File: src/rtl/core/dqsc_pkg.sv
`timescale 1ns / 1ps
// Shared types, widths and lookup tables for the dual quadrature step counter.
// No dependencies.
package dqsc_pkg;

   localparam int LEVELS_W = 2;
   localparam int SAMPLE_W = 4;
   localparam int COUNT_W  = 8;
   localparam int STEP_W   = 3;
   localparam int BAR_W    = 8;

   typedef logic [LEVELS_W-1:0] levels_type;
   typedef logic [SAMPLE_W-1:0] sample_type;
   typedef logic [COUNT_W-1:0]  count_type;
   typedef logic [STEP_W-1:0]   step_type;
   typedef logic [BAR_W-1:0]    bar_type;

   typedef enum logic [1:0] {
      DIR_NONE = 2'd0,
      DIR_DOWN = 2'd1,
      DIR_UP   = 2'd2
   } dir_type;

   // old phase pair in bits 3:2, new phase pair in bits 1:0
   function automatic dir_type dir_lookup(input logic [3:0] idx);
      dir_type d;
      case (idx) inside
         4'd1, 4'd7, 4'd8, 4'd14: d = DIR_UP;
         4'd2, 4'd4, 4'd11, 4'd13: d = DIR_DOWN;
         default: d = DIR_NONE;
      endcase
      return d;
   endfunction

   function automatic step_type step_lookup(input logic [1:0] toggles);
      step_type s;
      case (toggles)
         2'b00: s = step_type'(1);
         2'b01: s = step_type'(2);
         2'b10: s = step_type'(4);
         default: s = step_type'(0);
      endcase
      return s;
   endfunction

   function automatic bar_type bar_lookup(input step_type step);
      bar_type b;
      case (step)
         step_type'(0): b = 8'hC0;
         step_type'(1): b = 8'h01;
         step_type'(2): b = 8'h83;
         step_type'(4): b = 8'h4F;
         default: b = 8'hFF;
      endcase
      return b;
   endfunction

endpackage

File: src/rtl/core/dqsc_debounce.sv
`timescale 1ns / 1ps
// Shift-register debouncer for one active-low button.
// Depends on nothing beyond the DEBOUNCE_SAMPLES parameter.
module dqsc_debounce #(
   parameter int DEBOUNCE_SAMPLES = 12
) (
   input  logic clock,
   input  logic reset,
   input  logic shift_en,
   input  logic level,
   output logic press
);

   // only the newest DEBOUNCE_SAMPLES + 1 samples are kept, since older samples do not affect the match
   localparam int HIST_W = DEBOUNCE_SAMPLES + 1;
   localparam logic [HIST_W-1:0] TARGET = {1'b1, {DEBOUNCE_SAMPLES{1'b0}}};

   logic [HIST_W-1:0] history_ff;
   logic [HIST_W-1:0] history_in;

   assign history_in = {history_ff[HIST_W-2:0], level};
   assign press      = shift_en && (history_in == TARGET);

   always_ff @(posedge clock) begin
      if (reset) begin
         history_ff <= '0;
      end else if (shift_en) begin
         history_ff <= history_in;
      end
   end

endmodule

File: src/rtl/core/dqsc_counter.sv
`timescale 1ns / 1ps
// Quadrature decode of two encoders and the wrapping position count.
// Depends on dqsc_pkg.
module dqsc_counter (
   input  logic                clock,
   input  logic                reset,
   input  logic                update_en,
   input  dqsc_pkg::sample_type sample,
   input  dqsc_pkg::step_type   step,
   output dqsc_pkg::count_type  count_next
);
   import dqsc_pkg::*;

   sample_type prev_ff;
   count_type  count_ff;
   dir_type    dir_a;
   dir_type    dir_b;
   count_type  step_ext;
   count_type  after_a;
   logic       changed;

   assign changed  = (sample != prev_ff);
   assign dir_a    = dir_lookup({prev_ff[1:0], sample[1:0]});
   assign dir_b    = dir_lookup({prev_ff[3:2], sample[3:2]});
   assign step_ext = count_type'(step);

   always_comb begin
      after_a    = count_ff;
      count_next = count_ff;
      if (changed) begin
         case (dir_a)
            DIR_UP:   after_a = count_ff + step_ext;
            DIR_DOWN: after_a = count_ff - step_ext;
            default:  after_a = count_ff;
         endcase
         case (dir_b)
            DIR_UP:   count_next = after_a + step_ext;
            DIR_DOWN: count_next = after_a - step_ext;
            default:  count_next = after_a;
         endcase
      end
   end

   always_ff @(posedge clock) begin
      if (reset) begin
         prev_ff  <= '0;
         count_ff <= '0;
      end else if (update_en) begin
         prev_ff  <= sample;
         count_ff <= count_next;
      end
   end

endmodule

File: src/rtl/core/dual_quadrature_step_counter_top.sv
`timescale 1ns / 1ps
// Dual quadrature step counter, top level.
// A request is captured in the input register, then moves to the result register once that is free.
// Throughput: one request per cycle; the result register holds while rsp_ready is low.
// Reset (synchronous, active high) clears debouncers, toggles, previous sample and count;
// step resets to 1. Depends on dqsc_pkg, dqsc_debounce, dqsc_counter.
module dual_quadrature_step_counter_top #(
   parameter int DEBOUNCE_SAMPLES = 12
) (
   input  logic                 clock,
   input  logic                 reset,
   input  logic                 req_valid,
   output logic                 req_ready,
   input  dqsc_pkg::levels_type req_button_levels,
   input  dqsc_pkg::sample_type req_encoder_sample,
   output logic                 rsp_valid,
   input  logic                 rsp_ready,
   output dqsc_pkg::count_type  rsp_count,
   output dqsc_pkg::step_type   rsp_step_size,
   output dqsc_pkg::bar_type    rsp_bargraph_pattern
);
   import dqsc_pkg::*;

   logic       in_valid_ff;
   levels_type in_levels_ff;
   sample_type in_sample_ff;
   logic       out_valid_ff;
   count_type  out_count_ff;
   step_type   out_step_ff;
   bar_type    out_bar_ff;

   logic [1:0] toggle_ff;
   logic [1:0] toggle_in;
   step_type   step_ff;
   step_type   step_in;
   logic [1:0] press;
   logic       advance;
   count_type  count_next;

   assign advance   = in_valid_ff && (!out_valid_ff || rsp_ready);
   assign req_ready = !in_valid_ff || advance;

   dqsc_debounce #(.DEBOUNCE_SAMPLES(DEBOUNCE_SAMPLES)) u_deb0 (
      .clock    (clock),
      .reset    (reset),
      .shift_en (advance),
      .level    (in_levels_ff[0]),
      .press    (press[0])
   );

   dqsc_debounce #(.DEBOUNCE_SAMPLES(DEBOUNCE_SAMPLES)) u_deb1 (
      .clock    (clock),
      .reset    (reset),
      .shift_en (advance),
      .level    (in_levels_ff[1]),
      .press    (press[1])
   );

   // toggles commute, so both buttons fold into one xor
   assign toggle_in = toggle_ff ^ press;
   assign step_in   = (press != 2'b00) ? step_lookup(toggle_in) : step_ff;

   dqsc_counter u_counter (
      .clock      (clock),
      .reset      (reset),
      .update_en  (advance),
      .sample     (in_sample_ff),
      .step       (step_in),
      .count_next (count_next)
   );

   always_ff @(posedge clock) begin
      if (reset) begin
         in_valid_ff  <= 1'b0;
         out_valid_ff <= 1'b0;
         toggle_ff    <= '0;
         step_ff      <= step_type'(1);
      end else begin
         if (req_ready) begin
            in_valid_ff <= req_valid;
         end
         if (advance) begin
            out_valid_ff <= 1'b1;
            toggle_ff    <= toggle_in;
            step_ff      <= step_in;
         end else if (rsp_ready) begin
            out_valid_ff <= 1'b0;
         end
      end
   end

   always_ff @(posedge clock) begin
      if (req_valid && req_ready) begin
         in_levels_ff <= req_button_levels;
         in_sample_ff <= req_encoder_sample;
      end
      if (advance) begin
         out_count_ff <= count_next;
         out_step_ff  <= step_in;
         out_bar_ff   <= bar_lookup(step_in);
      end
   end

   assign rsp_valid            = out_valid_ff;
   assign rsp_count            = out_count_ff;
   assign rsp_step_size        = out_step_ff;
   assign rsp_bargraph_pattern = out_bar_ff;

endmodule

File: config.mk
export PLATFORM = sky130hd
export DESIGN_NAME = dual_quadrature_step_counter_top
export DESIGN_NICKNAME = d
export VERILOG_FILES = /design/src/rtl/core/dqsc_pkg.sv /design/src/rtl/core/dqsc_debounce.sv /design/src/rtl/core/dqsc_counter.sv /design/src/rtl/core/dual_quadrature_step_counter_top.sv
export SDC_FILE = /design/constraint.sdc
export NUM_CORES = 1
export LEC_CHECK = 0
export ABC_AREA = 1
export BUFFER_PORTS_ARGS = -buffer_cell sky130_fd_sc_hd__buf_4
export CELL_PAD_IN_SITES_DETAIL_PLACEMENT = 1
export CELL_PAD_IN_SITES_GLOBAL_PLACEMENT = 2
export CORE_ASPECT_RATIO = 1.75
export CORE_MARGIN = 2
export CORE_UTILIZATION = 39
export DETAILED_ROUTE_END_ITERATION = 8
export PLACE_DENSITY_LB_ADDON = 0.05
export SYNTH_ARGS = -nofsm -noshare
export SYNTH_HDL_FRONTEND = slang
export SYNTH_HIERARCHICAL = 1
export SYNTH_SLANG_ARGS = --single-unit
File: constraint.sdc
create_clock -name clock -period 10.5 [get_ports clock]
set_input_delay 2.1 -clock clock [delete_from_list [all_inputs] [get_ports clock]]
set_output_delay 2.1 -clock clock [all_outputs]
set_load 0.02 [all_outputs]
==> summary.txt <==
Outcome
  • Outcome: complete, no violations

CTS
  • H-Tree Depth: 3
  • Clk root buf: clkbuf_16
  • Post-CTS Setup Bufs: 0
  • Worst-path clk slew: 50 ps
  • Clock Path Buffers: 2
  • Hold-fix buffers, CTS: 0
  • Skew-Pair Late Insertion Delay: 330 ps
  • Total CTS buffers: 9
  • CTS tree: yes
  • CTS resizes: 0
  • CTS sink cnt: 66

Timing
  • Setup Viol. Count Final: 0
  • Period Utilization, post-route: 64.3%
  • Clk_skew: 8.46 ps
  • Final TNS setup: 0 ps
  • Min Tclk post-route: 6750 ps
  • WHS: 458 ps
  • Slew headroom: 45.3%
  • Fmax: 148 MHz
  • RSZ-0062 raised after global routing: no
  • Measured slew at the worst slew-check pin: 821 ps
  • Final Hold Vio Count: 0
  • Max Slew Vio Count: 0

Drt
  • First-pass DRT Iterations: 4
  • Avg Vias per Cell: 4.89
  • WL met3: 156 um
  • Drt initial violations: 113
  • Final wirelength: 9290 um
  • Max Used Layer: met4
  • Residual DRC: 0
  • ANT nets after route: 0
  • Post-DR wirelength/cell: 14.9 um
  • Total number of vias: 3048
  • Met2 wire len: 5490 um
  • DRT met1 WL: 3440 um

Logic synthesis
  • Share of flip-flops with an asynchronous set or reset: 0%
  • Synth Area in Adders: 6.70%
  • Share of the synthesized area in the top cell type: 22.8%
  • Syn Nets: 494
  • Seq/Total Area, Yosys: 41.1%
  • Mapped Avg Cell Area: 8.12 um^2
  • Yosys warns: 6
  • EDFF count, synth: 23
  • Main combinational cell family by area after synthesis: simple AND/OR/NAND/NOR gates
  • Count leader, synth: nand2_1
  • Compound-Gate Fraction of Synth Area: 14.8%
  • FF+latch count, synth: 66
  • Top FF cell, synth: dfxtp_1
  • Cell area after synthesis: 3770 um^2
  • Synth top cells by count: nand2_1 (100), inv_1 (75), dfxtp_1 (43)
  • Syn Inst Count: 465
  • Post-synthesis mux area share: 0.265%
  • Synth unique cells: 41
  • Post-Synth Simple-Gate Area: 24.2%
  • Post-Synth XOR/XNOR Area: 2.09%
  • Synth area leader: dfxtp_1
  • Synth area leaders: dfxtp_1 (23%), edfxtp_1 (18%), nand2_1 (9.9%)

Worst setup path
  • Reg2Reg Setup Slack: 5300 ps
  • Reg2reg path depth: 36
  • Crit end category: flip-flop
  • FF-to-FF End: rsp_count[7]
  • Worst flop-to-flop path startpoint: rsp_valid
  • CP Launch Type: input pin
  • WP data required: 10570 ps
  • Crit Path Category: input pin to flip-flop
  • Worst Path Arrival: 6820 ps
  • Slowest Stage Delay on Critical Path: 370 ps
  • CP max stage cell: ha_1
  • Max Fanout on Critical Path: 10

Floorplan
  • Initial core utilization: 39.9%
  • Std-Cell Rows: 47
  • Die width: 78.4 um
  • Ports: 31
  • Die Ht: 134 um
  • Core area: 9470 um^2
  • Die footprint: 10500 um^2

Layout
  • # diodes: 0
  • Net count, final: 525
  • Share of layout cells above drive strength 1: 20.4%
  • Area growth, synth to finish: 15.7%
  • # fillers: 1166
  • Fin area: 4370 um^2
  • Post-Layout Cell Count: 623

Power
  • Worst vdd ir: 0.000121 V
  • Power Density: 186 nW/um^2
  • Leakage power figure: 1.99 nW

GRT
  • GRT Util Overall: 19.6%
  • First-pass GRT wire length: 15700 um
  • GRT overflow: 0
  • Vias in the first global route: 3243
  • Initial antenna violation count: 0
  • Largest net degree at the start of global routing: 67

Placed design
  • GP Congestion: 0.825
  • Cells after DPL: 607
  • Port Buf Inserts: 30
  • Cell Area, Placed: 4070 um^2
  • Detail Placement HPWL: 7090 um

Hold path
  • Hold EP: u_deb0/history_ff[11]
  • HP Start: u_deb0/history_ff[11]
  • Hold path cells: 2
  • Hold WC Path Type: flip-flop to flip-flop

Run
  • Max_cap viols: 0
cells in the final DEF (no fill, tap or decap), types with 17 or more instances in the layout:
master,Yosys,final
nand2_1,100,100
ha_1,17,17
inv_1,75,74
dfxtp_1,43,43
o21ai_1,19,19
nand3_1,23,23
a21oi_1,24,24
edfxtp_1,23,23
buf_4,5,31
nor2_1,41,41
power breakdown:
group	switching, mW	internal (mW)
clock	0.111	0.190
sequential	0.00993	0.288
combinational	0.141	0.0745
total	0.261	0.553
sequential cells by signal (all words and copies together), names as in the netlist:
signal	cells
u_deb0/history_ff	12
u_deb1/history_ff	12
rsp_count	8
u_counter/count_ff	8
rsp_bargraph_pattern	6
in_sample_ff	4
u_counter/prev_ff	4
rsp_step_size	3
step_ff	3
in_levels_ff	2
toggle_ff	2
in_valid_ff	1
rsp_valid	1
critical path, delay by kind of cell:
kind            cells  cell delay (ps)
compound gates      4              670
simple gates       18             1810
xor+xnor            1              150
buf+inv            11              890
fa+ha+maj           4             1180
how the worst max path moves through the flow:
| stage | from | end | slack (ps) | cells after the start |
|---|---|---|---|---|
| floorplan | rsp_ready | rsp_count[7] | 3490 | 37 |
| global placement | rsp_ready | rsp_count[7] | 3440 | 38 |
| detailed placement | rsp_ready | rsp_count[7] | 3360 | 38 |
| CTS | rsp_ready | rsp_count[7] | 3680 | 38 |
| global route | rsp_ready | rsp_count[7] | 3140 | 38 |
| finish | rsp_ready | rsp_count[7] | 3750 | 38 |
per-stage QoR:
stage	setup WS, ps	util [%]	power (mW)
2_1_floorplan	3490	-	0.459
3_3_place_gp	3440	43.0	0.521
3_5_place_dp	3360	43.0	0.523
4_1_cts	3680	46.1	0.830
5_1_grt	3140	46.1	0.871
6_report	3750	46.1	0.814
per-layer routing:
layer | track usage (%) | vias to the layer above
met1 | 19.4 | 1441
met2 | 39.1 | 30
met4 | 7.50 | 0
met3 | 3.63 | 16
li1 | - | 1561
met5 | 0 | -
cell type report:
class	count	area, um^2	share of cell area, %
Multi-Input combinational cell	304	1810	41.5
Sequential cell	66	1550	35.5
Inverter	84	318	7.28
Clock buffer	12	246	5.64
Timing Repair Buffer	31	233	5.33
Tap cell	122	153	3.50
Clock inverter	4	51.3	1.17
cell families after synthesis:
logic type      Yosys count
compound gates           78
buf+inv                  95
fa+ha+maj                19
mux                       1
flops                    66
xor+xnor                  9
simple gates            197
(Power assumes the default switching activity.)
